--- config.mk ---
export PLATFORM = sky130hd
export DESIGN_NAME = file_type_classifier
export DESIGN_NICKNAME = d
export VERILOG_FILES = /design/src/hdl/ftc_pkg.sv /design/src/hdl/ftc_accum.sv /design/src/hdl/ftc_verdict.sv /design/src/hdl/file_type_classifier.sv
export SDC_FILE = /design/constraint.sdc
export NUM_CORES = 1
export LEC_CHECK = 0
export BUFFER_PORTS_ARGS = -buffer_cell sky130_fd_sc_hd__clkbuf_2
export CAP_MARGIN = 30
export CORE_ASPECT_RATIO = 1.1
export CORE_MARGIN = 2
export CORE_UTILIZATION = 45
export DETAILED_ROUTE_END_ITERATION = 16
export PLACE_DENSITY = 0.58
export SYNTH_ARGS = -nofsm -noshare
export SYNTH_HDL_FRONTEND = slang
export SYNTH_SLANG_ARGS = --single-unit
--- constraint.sdc ---
create_clock -name clk_i -period 7.7 [get_ports clk_i]
set_input_delay 1.54 -clock clk_i [delete_from_list [all_inputs] [get_ports clk_i]]
set_output_delay 1.54 -clock clk_i [all_outputs]
set_load 0.01 [all_outputs]
--- src/hdl/ftc_pkg.sv ---
`timescale 1ns / 1ps

package ftc_pkg;

  localparam int unsigned BLOCK_BYTES_DEF = 1024;

  localparam int unsigned CfgIdxW = 1;
  localparam int unsigned CfgDataW = 7;
  localparam logic [CfgIdxW-1:0] CFG_ENGLISH_PCT = 1'b0;
  localparam logic [CfgIdxW-1:0] CFG_CODE_PCT = 1'b1;
  localparam logic [CfgDataW-1:0] ENGLISH_PCT_RESET = 7'd25;
  localparam logic [CfgDataW-1:0] CODE_PCT_RESET = 7'd1;

  typedef enum logic [1:0] {
    KIND_REGULAR = 2'd0,
    KIND_DIR = 2'd1,
    KIND_CHARDEV = 2'd2,
    KIND_BLOCKDEV = 2'd3
  } file_kind_e;

  typedef enum logic [3:0] {
    CLS_DIR = 4'd0,
    CLS_CHARDEV = 4'd1,
    CLS_BLOCKDEV = 4'd2,
    CLS_EMPTY = 4'd3,
    CLS_MAGIC = 4'd4,
    CLS_SCRIPT = 4'd5,
    CLS_C_PROG = 4'd6,
    CLS_ENGLISH = 4'd7,
    CLS_ASCII = 4'd8,
    CLS_DATA = 4'd9
  } file_class_e;

  typedef enum logic [1:0] {
    STRIP_NONE = 2'd0,
    STRIP_STRIPPED = 2'd1,
    STRIP_NOT_STRIPPED = 2'd2
  } strip_e;

  // which symbol word decides stripped / not stripped
  typedef enum logic [1:0] {
    EXE_NONE = 2'd0,
    EXE_WORD_B = 2'd1,
    EXE_WORD_A = 2'd2
  } sig_exe_e;

  // head bytes little endian: byte i at bits 8i+7..8i
  typedef struct packed {
    logic [31:0] mask;
    logic [31:0] value;
    sig_exe_e exe;
  } sig_t;

  localparam int unsigned SIG_COUNT = 19;
  localparam int unsigned SigIdxW = 5;

  localparam logic [31:0] M2 = 32'h0000_ffff;
  localparam logic [31:0] M3 = 32'h00ff_ffff;
  localparam logic [31:0] M4 = 32'hffff_ffff;

  localparam sig_t SIG_TABLE [SIG_COUNT] = '{
    '{M3, 32'h008d_9d1f, EXE_NONE},
    '{M3, 32'h0090_9d1f, EXE_NONE},
    '{M2, 32'h0000_ff65, EXE_NONE},
    '{M2, 32'h0000_ff2c, EXE_NONE},
    '{M2, 32'h0000_ff65, EXE_NONE},
    '{M4, 32'h2075_6e47, EXE_NONE},
    '{M4, 32'h7261_3c21, EXE_NONE},
    '{M2, 32'h0000_0201, EXE_NONE},
    '{M2, 32'h0000_86a3, EXE_NONE},
    '{M4, 32'h0701_0000, EXE_NONE},
    '{M4, 32'h0000_0107, EXE_NONE},
    '{M4, 32'h0410_0301, EXE_WORD_B},
    '{M4, 32'h0420_0301, EXE_WORD_B},
    '{M4, 32'h1020_0301, EXE_WORD_B},
    '{M4, 32'h1010_0301, EXE_WORD_B},
    '{M4, 32'h0103_1004, EXE_WORD_B},
    '{M4, 32'h0b10_0301, EXE_WORD_B},
    '{M4, 32'h0000_010b, EXE_WORD_A},
    '{M4, 32'h010b_0000, EXE_WORD_A}
  };

  // per-file summary handed from the accumulator to the verdict logic
  typedef struct packed {
    file_kind_e kind;
    logic exec_any;
    logic nonascii;
    logic sym_a_nz;
    logic sym_b_nz;
    logic [31:0] head;
  } snap_t;

endpackage

--- src/hdl/ftc_accum.sv ---
`timescale 1ns / 1ps

module ftc_accum #(
  parameter int unsigned BlockBytes = ftc_pkg::BLOCK_BYTES_DEF,
  localparam int unsigned CntW = $clog2(BlockBytes + 1)
) (
  input  logic clk_i,
  input  logic rst_ni,
  input  logic item_valid_i,
  output logic item_ready_o,
  input  logic [7:0] data_byte_i,
  input  logic byte_present_i,
  input  logic last_item_i,
  input  logic [1:0] file_kind_i,
  input  logic exec_any_i,
  output logic snap_valid_o,
  input  logic snap_ready_i,
  output ftc_pkg::snap_t snap_o,
  output logic [CntW-1:0] snap_count_o,
  output logic [CntW-1:0] snap_punct_o,
  output logic [CntW-1:0] snap_letter_o
);

  logic [CntW-1:0] cnt_q, cnt_d, punct_q, punct_d, letter_q, letter_d;
  logic nonascii_q, nonascii_d, sym_a_q, sym_a_d, sym_b_q, sym_b_d;
  logic [31:0] head_q, head_d;
  logic snap_valid_q;
  ftc_pkg::snap_t snap_q;
  logic [CntW-1:0] snap_cnt_q, snap_punct_q, snap_letter_q;
  logic fire;

  always_comb begin
    logic [7:0] lc;
    logic take;
    cnt_d = cnt_q;
    punct_d = punct_q;
    letter_d = letter_q;
    nonascii_d = nonascii_q;
    sym_a_d = sym_a_q;
    sym_b_d = sym_b_q;
    head_d = head_q;
    lc = data_byte_i;
    if (data_byte_i inside {[8'h41:8'h5a]}) begin
      lc = data_byte_i | 8'h20;
    end
    take = byte_present_i && (cnt_q < CntW'(BlockBytes));
    if (take) begin
      if (cnt_q < CntW'(4)) begin
        head_d[{cnt_q[1:0], 3'b000} +: 8] = data_byte_i;
      end
      if (data_byte_i != 8'h00 && cnt_q >= CntW'(16) && cnt_q <= CntW'(19)) begin
        sym_a_d = 1'b1;
      end
      if (data_byte_i != 8'h00 && cnt_q >= CntW'(28) && cnt_q <= CntW'(31)) begin
        sym_b_d = 1'b1;
      end
      if (data_byte_i[7]) begin
        nonascii_d = 1'b1;
      end
      if (data_byte_i inside {8'h3b, 8'h7b, 8'h7d, 8'h23, 8'h2a, 8'h3c, 8'h3e, 8'h2f}) begin
        punct_d = punct_q + CntW'(1);
      end
      if (lc inside {8'h65, 8'h74, 8'h61, 8'h6f, 8'h69, 8'h6e, 8'h73}) begin
        letter_d = letter_q + CntW'(1);
      end
      cnt_d = cnt_q + CntW'(1);
    end
  end

  // a non-closing transaction never waits; the closing one needs a free snapshot slot
  assign item_ready_o = !last_item_i || !snap_valid_q || snap_ready_i;
  assign fire = item_valid_i && item_ready_o;

  always_ff @(posedge clk_i or negedge rst_ni) begin
    if (!rst_ni) begin
      cnt_q <= '0;
      punct_q <= '0;
      letter_q <= '0;
      nonascii_q <= 1'b0;
      sym_a_q <= 1'b0;
      sym_b_q <= 1'b0;
      head_q <= '0;
      snap_valid_q <= 1'b0;
    end else begin
      if (fire && last_item_i) begin
        cnt_q <= '0;
        punct_q <= '0;
        letter_q <= '0;
        nonascii_q <= 1'b0;
        sym_a_q <= 1'b0;
        sym_b_q <= 1'b0;
        head_q <= '0;
      end else if (fire) begin
        cnt_q <= cnt_d;
        punct_q <= punct_d;
        letter_q <= letter_d;
        nonascii_q <= nonascii_d;
        sym_a_q <= sym_a_d;
        sym_b_q <= sym_b_d;
        head_q <= head_d;
      end
      if (fire && last_item_i) begin
        snap_valid_q <= 1'b1;
      end else if (snap_ready_i) begin
        snap_valid_q <= 1'b0;
      end
    end
  end

  always_ff @(posedge clk_i) begin
    if (fire && last_item_i) begin
      snap_q.kind <= ftc_pkg::file_kind_e'(file_kind_i);
      snap_q.exec_any <= exec_any_i;
      snap_q.nonascii <= nonascii_d;
      snap_q.sym_a_nz <= sym_a_d;
      snap_q.sym_b_nz <= sym_b_d;
      snap_q.head <= head_d;
      snap_cnt_q <= cnt_d;
      snap_punct_q <= punct_d;
      snap_letter_q <= letter_d;
    end
  end

  assign snap_valid_o = snap_valid_q;
  assign snap_o = snap_q;
  assign snap_count_o = snap_cnt_q;
  assign snap_punct_o = snap_punct_q;
  assign snap_letter_o = snap_letter_q;

endmodule

--- src/hdl/ftc_verdict.sv ---
`timescale 1ns / 1ps

module ftc_verdict #(
  parameter int unsigned BlockBytes = ftc_pkg::BLOCK_BYTES_DEF,
  localparam int unsigned CntW = $clog2(BlockBytes + 1),
  localparam int unsigned PW = CntW + 8
) (
  input  logic clk_i,
  input  logic rst_ni,
  input  logic snap_valid_i,
  output logic snap_ready_o,
  input  ftc_pkg::snap_t snap_i,
  input  logic [CntW-1:0] snap_count_i,
  input  logic [CntW-1:0] snap_punct_i,
  input  logic [CntW-1:0] snap_letter_i,
  input  logic [ftc_pkg::CfgDataW-1:0] english_pct_i,
  input  logic [ftc_pkg::CfgDataW-1:0] code_pct_i,
  output logic out_valid_o,
  input  logic out_ready_i,
  output logic [3:0] file_class_o,
  output logic [ftc_pkg::SigIdxW-1:0] magic_entry_o,
  output logic [1:0] strip_status_o
);

  // stage 2: products for the percent tests and the signature lookup
  logic s2_valid_q, s2_ready;
  logic [PW-1:0] punct_x100_q, letter_x100_q, code_lim_q, eng_lim_q;
  ftc_pkg::file_kind_e kind_q;
  logic exec_q, nonascii_q, empty_q, hit_q, hit_d;
  logic [ftc_pkg::SigIdxW-1:0] entry_q, entry_d;
  ftc_pkg::strip_e strip_q, strip_d;

  // output register
  logic out_valid_q, out_ready_int;
  ftc_pkg::file_class_e cls_q, cls_d;
  logic [ftc_pkg::SigIdxW-1:0] out_entry_q;
  ftc_pkg::strip_e out_strip_q;

  assign out_ready_int = !out_valid_q || out_ready_i;
  assign s2_ready = !s2_valid_q || out_ready_int;
  assign snap_ready_o = s2_ready;

  // first hit wins: scan from the end so lower entries override
  always_comb begin
    hit_d = 1'b0;
    entry_d = '0;
    strip_d = ftc_pkg::STRIP_NONE;
    for (int i = ftc_pkg::SIG_COUNT - 1; i >= 0; i--) begin
      if ((snap_i.head & ftc_pkg::SIG_TABLE[i].mask) == ftc_pkg::SIG_TABLE[i].value) begin
        hit_d = 1'b1;
        entry_d = ftc_pkg::SigIdxW'(i);
        case (ftc_pkg::SIG_TABLE[i].exe)
          ftc_pkg::EXE_WORD_B: strip_d = snap_i.sym_b_nz ? ftc_pkg::STRIP_NOT_STRIPPED
                                                         : ftc_pkg::STRIP_STRIPPED;
          ftc_pkg::EXE_WORD_A: strip_d = snap_i.sym_a_nz ? ftc_pkg::STRIP_NOT_STRIPPED
                                                         : ftc_pkg::STRIP_STRIPPED;
          default: strip_d = ftc_pkg::STRIP_NONE;
        endcase
      end
    end
  end

  always_ff @(posedge clk_i or negedge rst_ni) begin
    if (!rst_ni) begin
      s2_valid_q <= 1'b0;
      out_valid_q <= 1'b0;
    end else begin
      if (s2_ready) begin
        s2_valid_q <= snap_valid_i;
      end
      if (out_ready_int) begin
        out_valid_q <= s2_valid_q;
      end
    end
  end

  always_ff @(posedge clk_i) begin
    if (s2_ready && snap_valid_i) begin
      punct_x100_q <= PW'(snap_punct_i) * PW'(100);
      letter_x100_q <= PW'(snap_letter_i) * PW'(100);
      code_lim_q <= (PW'(code_pct_i) + PW'(1)) * PW'(snap_count_i);
      eng_lim_q <= (PW'(english_pct_i) + PW'(1)) * PW'(snap_count_i);
      kind_q <= snap_i.kind;
      exec_q <= snap_i.exec_any;
      nonascii_q <= snap_i.nonascii;
      empty_q <= (snap_count_i == '0);
      hit_q <= hit_d;
      entry_q <= entry_d;
      strip_q <= strip_d;
    end
  end

  always_comb begin
    case (kind_q)
      ftc_pkg::KIND_DIR: cls_d = ftc_pkg::CLS_DIR;
      ftc_pkg::KIND_CHARDEV: cls_d = ftc_pkg::CLS_CHARDEV;
      ftc_pkg::KIND_BLOCKDEV: cls_d = ftc_pkg::CLS_BLOCKDEV;
      default: begin
        if (empty_q) cls_d = ftc_pkg::CLS_EMPTY;
        else if (hit_q) cls_d = ftc_pkg::CLS_MAGIC;
        else if (exec_q) cls_d = ftc_pkg::CLS_SCRIPT;
        else if (nonascii_q) cls_d = ftc_pkg::CLS_DATA;
        else if (punct_x100_q >= code_lim_q) cls_d = ftc_pkg::CLS_C_PROG;
        else if (letter_x100_q >= eng_lim_q) cls_d = ftc_pkg::CLS_ENGLISH;
        else cls_d = ftc_pkg::CLS_ASCII;
      end
    endcase
  end

  always_ff @(posedge clk_i) begin
    if (out_ready_int && s2_valid_q) begin
      cls_q <= cls_d;
      out_entry_q <= (cls_d == ftc_pkg::CLS_MAGIC) ? entry_q : '0;
      out_strip_q <= (cls_d == ftc_pkg::CLS_MAGIC) ? strip_q : ftc_pkg::STRIP_NONE;
    end
  end

  assign out_valid_o = out_valid_q;
  assign file_class_o = cls_q;
  assign magic_entry_o = out_entry_q;
  assign strip_status_o = out_strip_q;

endmodule

--- src/hdl/file_type_classifier.sv ---
`timescale 1ns / 1ps
// The closing transaction passes through the input register, the per-file snapshot,
// the product stage and the output register, which presents its verdict.
// Throughput: one transaction per cycle while no stage stalls; each stage holds
// one item and stalls only when the stage after it is full and not draining.
// Reset: asynchronous active low; clears all counters and valid flags and loads the
// cutoff registers with their defaults (English 25, code 1).

module file_type_classifier #(
  parameter int unsigned BlockBytes = ftc_pkg::BLOCK_BYTES_DEF,
  localparam int unsigned CntW = $clog2(BlockBytes + 1)
) (
  input  logic clk_i,
  input  logic rst_ni,
  input  logic cfg_we_i,
  input  logic [ftc_pkg::CfgIdxW-1:0] cfg_idx_i,
  input  logic [ftc_pkg::CfgDataW-1:0] cfg_data_i,
  input  logic in_valid_i,
  output logic in_ready_o,
  input  logic [7:0] data_byte_i,
  input  logic byte_present_i,
  input  logic last_item_i,
  input  logic [1:0] file_kind_i,
  input  logic exec_any_i,
  output logic out_valid_o,
  input  logic out_ready_i,
  output logic [3:0] file_class_o,
  output logic [4:0] magic_entry_o,
  output logic [1:0] strip_status_o
);

  logic [ftc_pkg::CfgDataW-1:0] english_pct_q, code_pct_q;

  logic in_valid_q, accum_ready;
  logic [7:0] data_q;
  logic present_q, last_q, exec_q;
  logic [1:0] kind_q;

  logic snap_valid, snap_ready;
  ftc_pkg::snap_t snap;
  logic [CntW-1:0] snap_count, snap_punct, snap_letter;

  always_ff @(posedge clk_i or negedge rst_ni) begin
    if (!rst_ni) begin
      english_pct_q <= ftc_pkg::ENGLISH_PCT_RESET;
      code_pct_q <= ftc_pkg::CODE_PCT_RESET;
    end else if (cfg_we_i) begin
      case (cfg_idx_i)
        ftc_pkg::CFG_ENGLISH_PCT: english_pct_q <= cfg_data_i;
        ftc_pkg::CFG_CODE_PCT: code_pct_q <= cfg_data_i;
        default: ;
      endcase
    end
  end

  assign in_ready_o = !in_valid_q || accum_ready;

  always_ff @(posedge clk_i or negedge rst_ni) begin
    if (!rst_ni) begin
      in_valid_q <= 1'b0;
    end else if (in_ready_o) begin
      in_valid_q <= in_valid_i;
    end
  end

  always_ff @(posedge clk_i) begin
    if (in_ready_o && in_valid_i) begin
      data_q <= data_byte_i;
      present_q <= byte_present_i;
      last_q <= last_item_i;
      kind_q <= file_kind_i;
      exec_q <= exec_any_i;
    end
  end

  ftc_accum #(
    .BlockBytes(BlockBytes)
  ) u_accum (
    .clk_i         (clk_i),
    .rst_ni        (rst_ni),
    .item_valid_i  (in_valid_q),
    .item_ready_o  (accum_ready),
    .data_byte_i   (data_q),
    .byte_present_i(present_q),
    .last_item_i   (last_q),
    .file_kind_i   (kind_q),
    .exec_any_i    (exec_q),
    .snap_valid_o  (snap_valid),
    .snap_ready_i  (snap_ready),
    .snap_o        (snap),
    .snap_count_o  (snap_count),
    .snap_punct_o  (snap_punct),
    .snap_letter_o (snap_letter)
  );

  ftc_verdict #(
    .BlockBytes(BlockBytes)
  ) u_verdict (
    .clk_i         (clk_i),
    .rst_ni        (rst_ni),
    .snap_valid_i  (snap_valid),
    .snap_ready_o  (snap_ready),
    .snap_i        (snap),
    .snap_count_i  (snap_count),
    .snap_punct_i  (snap_punct),
    .snap_letter_i (snap_letter),
    .english_pct_i (english_pct_q),
    .code_pct_i    (code_pct_q),
    .out_valid_o   (out_valid_o),
    .out_ready_i   (out_ready_i),
    .file_class_o  (file_class_o),
    .magic_entry_o (magic_entry_o),
    .strip_status_o(strip_status_o)
  );

endmodule

* Yosys cells after proc, flatten, opt, wreduce, memory -nomap -nowiden
Index checks and enable logic that the tools add are counted.
** Word-level totals
- Word-level logic and storage cells :: 206
- Register bits :: 264
- Input bits :: 26
** Operators by class
- Multiply operators :: 4
- Mux-type cells :: 66
- Magnitude comparators :: 10
- Reductions and logical operators :: 35
- Bitwise logic cells :: 1
- Add/sub/neg operators :: 6
- Shift operators :: 2
- Eq/ne operators :: 37
** Operators by type and width (count)
- $mux W32 :: 4
- $mux W11 :: 11
- $eq A32 B27 Y1 const B :: 3
- $eq A8 B7 Y1 const B :: 9
- $eq A32 B25 Y1 const B :: 2
- $eq A32 B29 Y1 const B :: 2
- $eq A32 B9 Y1 const B :: 2
- $mux W4 :: 14
- $eq A16 B16 Y1 const B :: 3
- $eq A24 B24 Y1 const B :: 2
- $eq A8 B6 Y1 const B :: 6
- $ge A18 B19 Y1 :: 2
- $mul A19 B11 Y19 :: 2
- $add A11 B1 Y11 const B :: 3
- $bwmux W32 :: 1
- $eq A32 B28 Y1 const B :: 1
- $eq A32 B30 Y1 const B :: 1
- $eq A32 B31 Y1 const B :: 1
- $mul A11 B5 Y16 const B :: 2
- $shift A8 B7 Y32 const A :: 1
- $shiftx A8 B7 Y32 :: 1
- $mux W2 :: 12
- $ge A11 B5 Y1 const B :: 2
- $le A11 B5 Y1 const B :: 2
- 30 further kinds :: 72

* Longest topological paths before layout
- Word-level depth :: 18
- Mapped depth :: 22

* Cells and area by module
From an unflattened synthesis, not the netlist that was laid out.
** Unflattened totals
- Cell total of the unflattened synthesis :: 1902
- Area, all modules :: 19871.6 um^2
** By module, submodules not included
- ftc_verdict :: sequential area each 2872.8 um^2, instances 1, cells each 1296, area each 12488.2 um^2
- ftc_accum :: sequential area each 3858.7 um^2, instances 1, cells each 558, area each 6378.6 um^2
- file_type_classifier :: sequential area each 770.7 um^2, instances 1, cells each 48, area each 1004.7 um^2

* Worst setup path after synthesis
OpenSTA, ideal clock, no wires.
- Path kind :: register -> register
- Start point :: reg english_pct_q[0] (netlist bit)
- End point :: reg u_verdict.eng_lim_q[18], data pin
- Path buffers :: 1
- Data required time :: 7440 ps
- Setup time :: 260 ps
- Data arrival time :: 5182 ps
- Path slack :: 2258 ps
- Stages on the path, launching flop included :: 22
- Period minus slack after synthesis :: 5442 ps
- Path through :: dfstp_2 ha_1 nand2_1 or2_2 xor2_1 clkbuf_1 nand2b_1 fa_1 fa_1 inv_1 fa_1 inv_1 fa_1 inv_1 ha_1 o21ai_0 nand2b_1 a31oi_1 a21oi_1 a211o_1 a21oi_1 xnor2_1
** On the way
- Cells in the longest elaborated chain, start to end :: 2
** RTL lines
- start: declaration :: line file_type_classifier.sv:32 : logic [ftc_pkg::CfgDataW-1:0] english_pct_q, code_pct_q;
- start signal: assignment :: line file_type_classifier.sv:45 : english_pct_q <= ftc_pkg::ENGLISH_PCT_RESET;
- start signal: assignment :: line file_type_classifier.sv:49 : ftc_pkg::CFG_ENGLISH_PCT: english_pct_q <= cfg_data_i;
- $add A7 B1 Y8 :: line ftc_verdict.sv:82 : eng_lim_q <= (PW'(english_pct_i) + PW'(1)) * PW'(snap_count_i);
- $mul A19 B11 Y19 :: line ftc_verdict.sv:82
- end signal: assignment :: line ftc_verdict.sv:82
- end: declaration :: line ftc_verdict.sv:27 : logic [PW-1:0] punct_x100_q, letter_x100_q, code_lim_q, eng_lim_q;
Every way passes these cells.
A chain may end at the register's enable or synchronous reset.

* Final worst setup path
- Start point :: reg english_pct_q[0] (netlist bit)
- End point :: reg u_verdict.eng_lim_q[17], data pin
Same word-level chain as after synthesis.

==> key figures <==
Yosys
  – Top post-synthesis cells by area: edfxtp_1 27%, ha_1 12%, fa_1 12%
  – Synth top area share: 26.6%
  – Yosys warns: 0
  – Synth area leader: edfxtp_1
  – Syn nets: 2324
  – Post-synthesis instance area: 20100 um2
  – EDFF count, synth: 178
  – Gate Count Post-Synth: 1983
  – Ys async rst share: 32.6%
  – Synth Flop Type: edfxtp_1
  – Syn Area/Cell: 10.1 um2
  – Post-synthesis sequential area ratio: 37.3%
  – Seq cells post-synth: 264
  – Distinct cell type count after synthesis: 73

Drt
  – DRT iter0 DRCs: 821
  – Antenna Nets Post-Route: 0
  – Avg WL per Cell: 16.3 um
  – DR vias/cell: 5.29
  – Detailed-route via count: 13721
  – Number of remaining DRC errors: 0
  – Drt pass-1 iters: 5
  – Total Wirelength: 42300 um

Clock network
  – Resize count post-CTS: 0
  – Hold Buf Count CTS: 0
  – Cts bufs inserted: 31
  – Clock Path Buffers: 3
  – TritonCTS clock tree: done
  – Clk root buf: clkbuf_16
  – # H-tree levels: 1
  – Post-CTS setup buffer count: 0
  – Clock latency on the worst-skew pair: 0.58 ns
  – Register clock-pin slew on the reported worst setup and hold paths: 0.06 ns
  – Clk sink count: 264

Floorplan
  – Die width: 206 um
  – # IOs: 39
  – Row count: 81
  – Die Ht: 226 um
  – CORE AREA: 44300 um2
  – Die area: 46400 um2
  – Initial Util: 45.4%

Power
  – Pleak: 0.0100 uW
  – Power Density: 302 nW/um2
  – Worst vdd ir: 207 uV

Global route
  – First-pass GRT wire length: 72100 um
  – GR Overflow Total: 0
  – Vias in the first global route: 14133
  – Largest net degree at the start of global routing: 74
  – Initial antenna violation count: 0
  – GRT Util Overall: 19.2%

Timing
  – Final setup viols: 0
  – Fmax: 162 MHz
  – RSZ-0062 raised after global routing: false
  – Min cycle time layout: 6.19 ns
  – Setup_tns: 0 ns
  – Layout Skew: 0.0251 ns
  – Final period util: 80.3%
  – Slew @ Worst Pin: 1.04 ns
  – Slew Viols, Final: 0
  – Fin. Hold Viols: 0
  – Relative slew slack: 30.4%
  – Min setup slack post-route: 1.51 ns

Min path
  – Hold Path Class: reg2reg
  – Startpoint of the worst hold path: u_accum.snap_o[37]
  – WHS Path Cells: 0
  – Hold Path End: u_verdict.kind_q[1]

Worst setup path
  – Crit path arrival time: 6.47 ns
  – Crit path cell chain: ha_1 -> nand2_1 -> or2_2 -> xor2_1 -> nand2b_1 -> fa_1 -> fa_1 -> inv_1 -> fa_1 -> inv_1 -> fa_1 -> inv_1 -> ha_1 -> o21a_1 -> o31a_1 -> nor2_1 -> o21ai_0 -> a211oi_1 -> o311ai_0
  – Worst path required time: 7.99 ns
  – CP endpoint kind: register
  – R2r worst-path depth: 19
  – CP most frequent cell: fa_1
  – Worst path max stage delay: 0.66 ns
  – Worst r2r src: english_pct_q[0]
  – Crit Reg-Reg Endpoint: u_verdict.eng_lim_q[17]
  – CP max stage cell: dfstp_2
  – Worst Setup Start Kind: register
  – R2r setup slk: 1.51 ns
  – CP Class: reg2reg
  – Max FO, Critical Path: 15

Cells and area
  – Area delta synth->final: 8.78%
  – Fin util: 49.4%
  – Most frequent cells in the layout: 261 x inv_1, 195 x ha_1, 178 x edfxtp_1
  – Share of cells above drive strength 1: 7.05%
  – Most common cell after layout, fill and taps aside: inv_1
  – Diode count: 0
  – Nets: 2333

Placement
  – PortBufs: 38
  – HPWL Detailed: 31600 um
  – Placer Congestion: 0.862
  – Pre-CTS WS: 1.49 ns

Flow run
  – Max Cap Viol: 0

Status
  – Status: finished, final reports clean
==> cell usage after synthesis (3+ instances only) <==
library cell	n
ha_1	195
nand4_1	17
o21ai_0	96
o31ai_1	14
and2_1	102
nor4_1	17
o22ai_1	3
and3_1	24
inv_1	261
mux2_2	16
a21o_1	46
xnor2_1	58
a211oi_1	7
buf_2	6
nor3_1	25
or4_4	3
nor3b_1	8
or2_2	6
a31o_2	3
and4_1	6
nand2_1	176
or4_1	5
nor2_1	88
fa_1	120
mux2i_1	9
nor4b_1	4
a21boi_0	9
clkbuf_1	63
o21a_1	7
nand3b_1	6
a41o_1	3
nand2b_1	32
a31oi_1	8
nand4b_1	12
xor2_1	31
dfrtp_1	82
nor2b_1	64
o211ai_1	6
edfxtp_1	178
o21bai_1	4
a21oi_1	78
dfstp_2	4
or3_1	9
nand3_1	35
==> flip-flops by register name (all words and copies together), names as in the netlist, 16 cells and up <==
name / flops
u_accum.snap_o: 38
u_accum.head_q: 32
u_verdict.code_lim_q: 19
u_verdict.eng_lim_q: 19
u_verdict.letter_x100_q: 16
u_verdict.punct_x100_q: 16
==> power by group <==
part | switching (uW) | leakage [uW] | total, uW | internal, uW
Sequential | 121 | 0.00284 | 1990 | 1870
Combinational | 1770 | 0.00668 | 3130 | 1360
Clock | 587 | 0.000503 | 1480 | 897
==> area by class of cell <==
class	instances	area [um2]
Timing Repair Buffer	48	285
Tap cell	581	727
Fill cell	4065	22400
Clock inverter	12	146
Multi-Input combinational cell	1386	11300
Clock buffer	44	886
Sequential cell	264	7500
Inverter	261	980
==> how the worst max path moves through the flow <==
stage / startpoint / endpoint / cells past startpoint
floorplan: english_pct_q[0] / u_verdict.eng_lim_q[18] / 21
global placement: code_pct_q[0] / u_verdict.code_lim_q[17] / 20
detailed placement: english_pct_q[0] / u_verdict.eng_lim_q[18] / 20
CTS: english_pct_q[0] / u_verdict.eng_lim_q[18] / 20
global route: english_pct_q[0] / u_verdict.eng_lim_q[17] / 20
finish: english_pct_q[0] / u_verdict.eng_lim_q[17] / 19
==> per-stage QoR <==
stage | instances | total power [uW] | hold slack [ns] | instance area, um2
after global placement | 2537 | 5090 | 0.406 | 20800
after detailed placement | 2540 | 5140 | 0.409 | 20800
after CTS | 2596 | 6700 | 0.424 | 21900
after floorplan | 1983 | 4450 | 0.400 | 20100
after global routing | 2596 | 7240 | 0.434 | 21900
final | 2596 | 6600 | 0.423 | 21900
==> routing by layer <==
layer / vias up / part of all wire (%) / wire, um / track usage [%]
met1: 6731 / 46 / 19500 / 25.8
met3: 47 / 3.2 / 1340 / 2.11
met4: 0 / 1.7 / 728 / 4.36
met5: - / 0 / 0 / 0
li1: 6740 / - / - / -
met2: 203 / 49 / 20700 / 33.4
==> kinds of logic after synthesis <==
group	after synthesis	share of synthesized area [%]
AND/OR/NAND/NOR	649	17.3
buffers and inverters	333	6.30
adder cells (fa/ha/maj)	315	24.1
AO/OA/AOI/OAI	307	9.67
flip-flops	264	37.3
XOR/XNOR	89	3.88
multiplexers	26	1.46
==> worst max-delay path, delay by kind of cell, from the launching register on <==
| kind | cells | cell delay (ns) |
|---|---|---|
| compound gates | 5 | 1.11 |
| xor+xnor | 1 | 0.64 |
| fa+ha+maj | 6 | 2.66 |
| buf+inv | 3 | 0.15 |
| flops | 1 | 0.66 |
| simple gates | 4 | 0.68 |
Note: power is estimated with default switching activity, not from simulation.
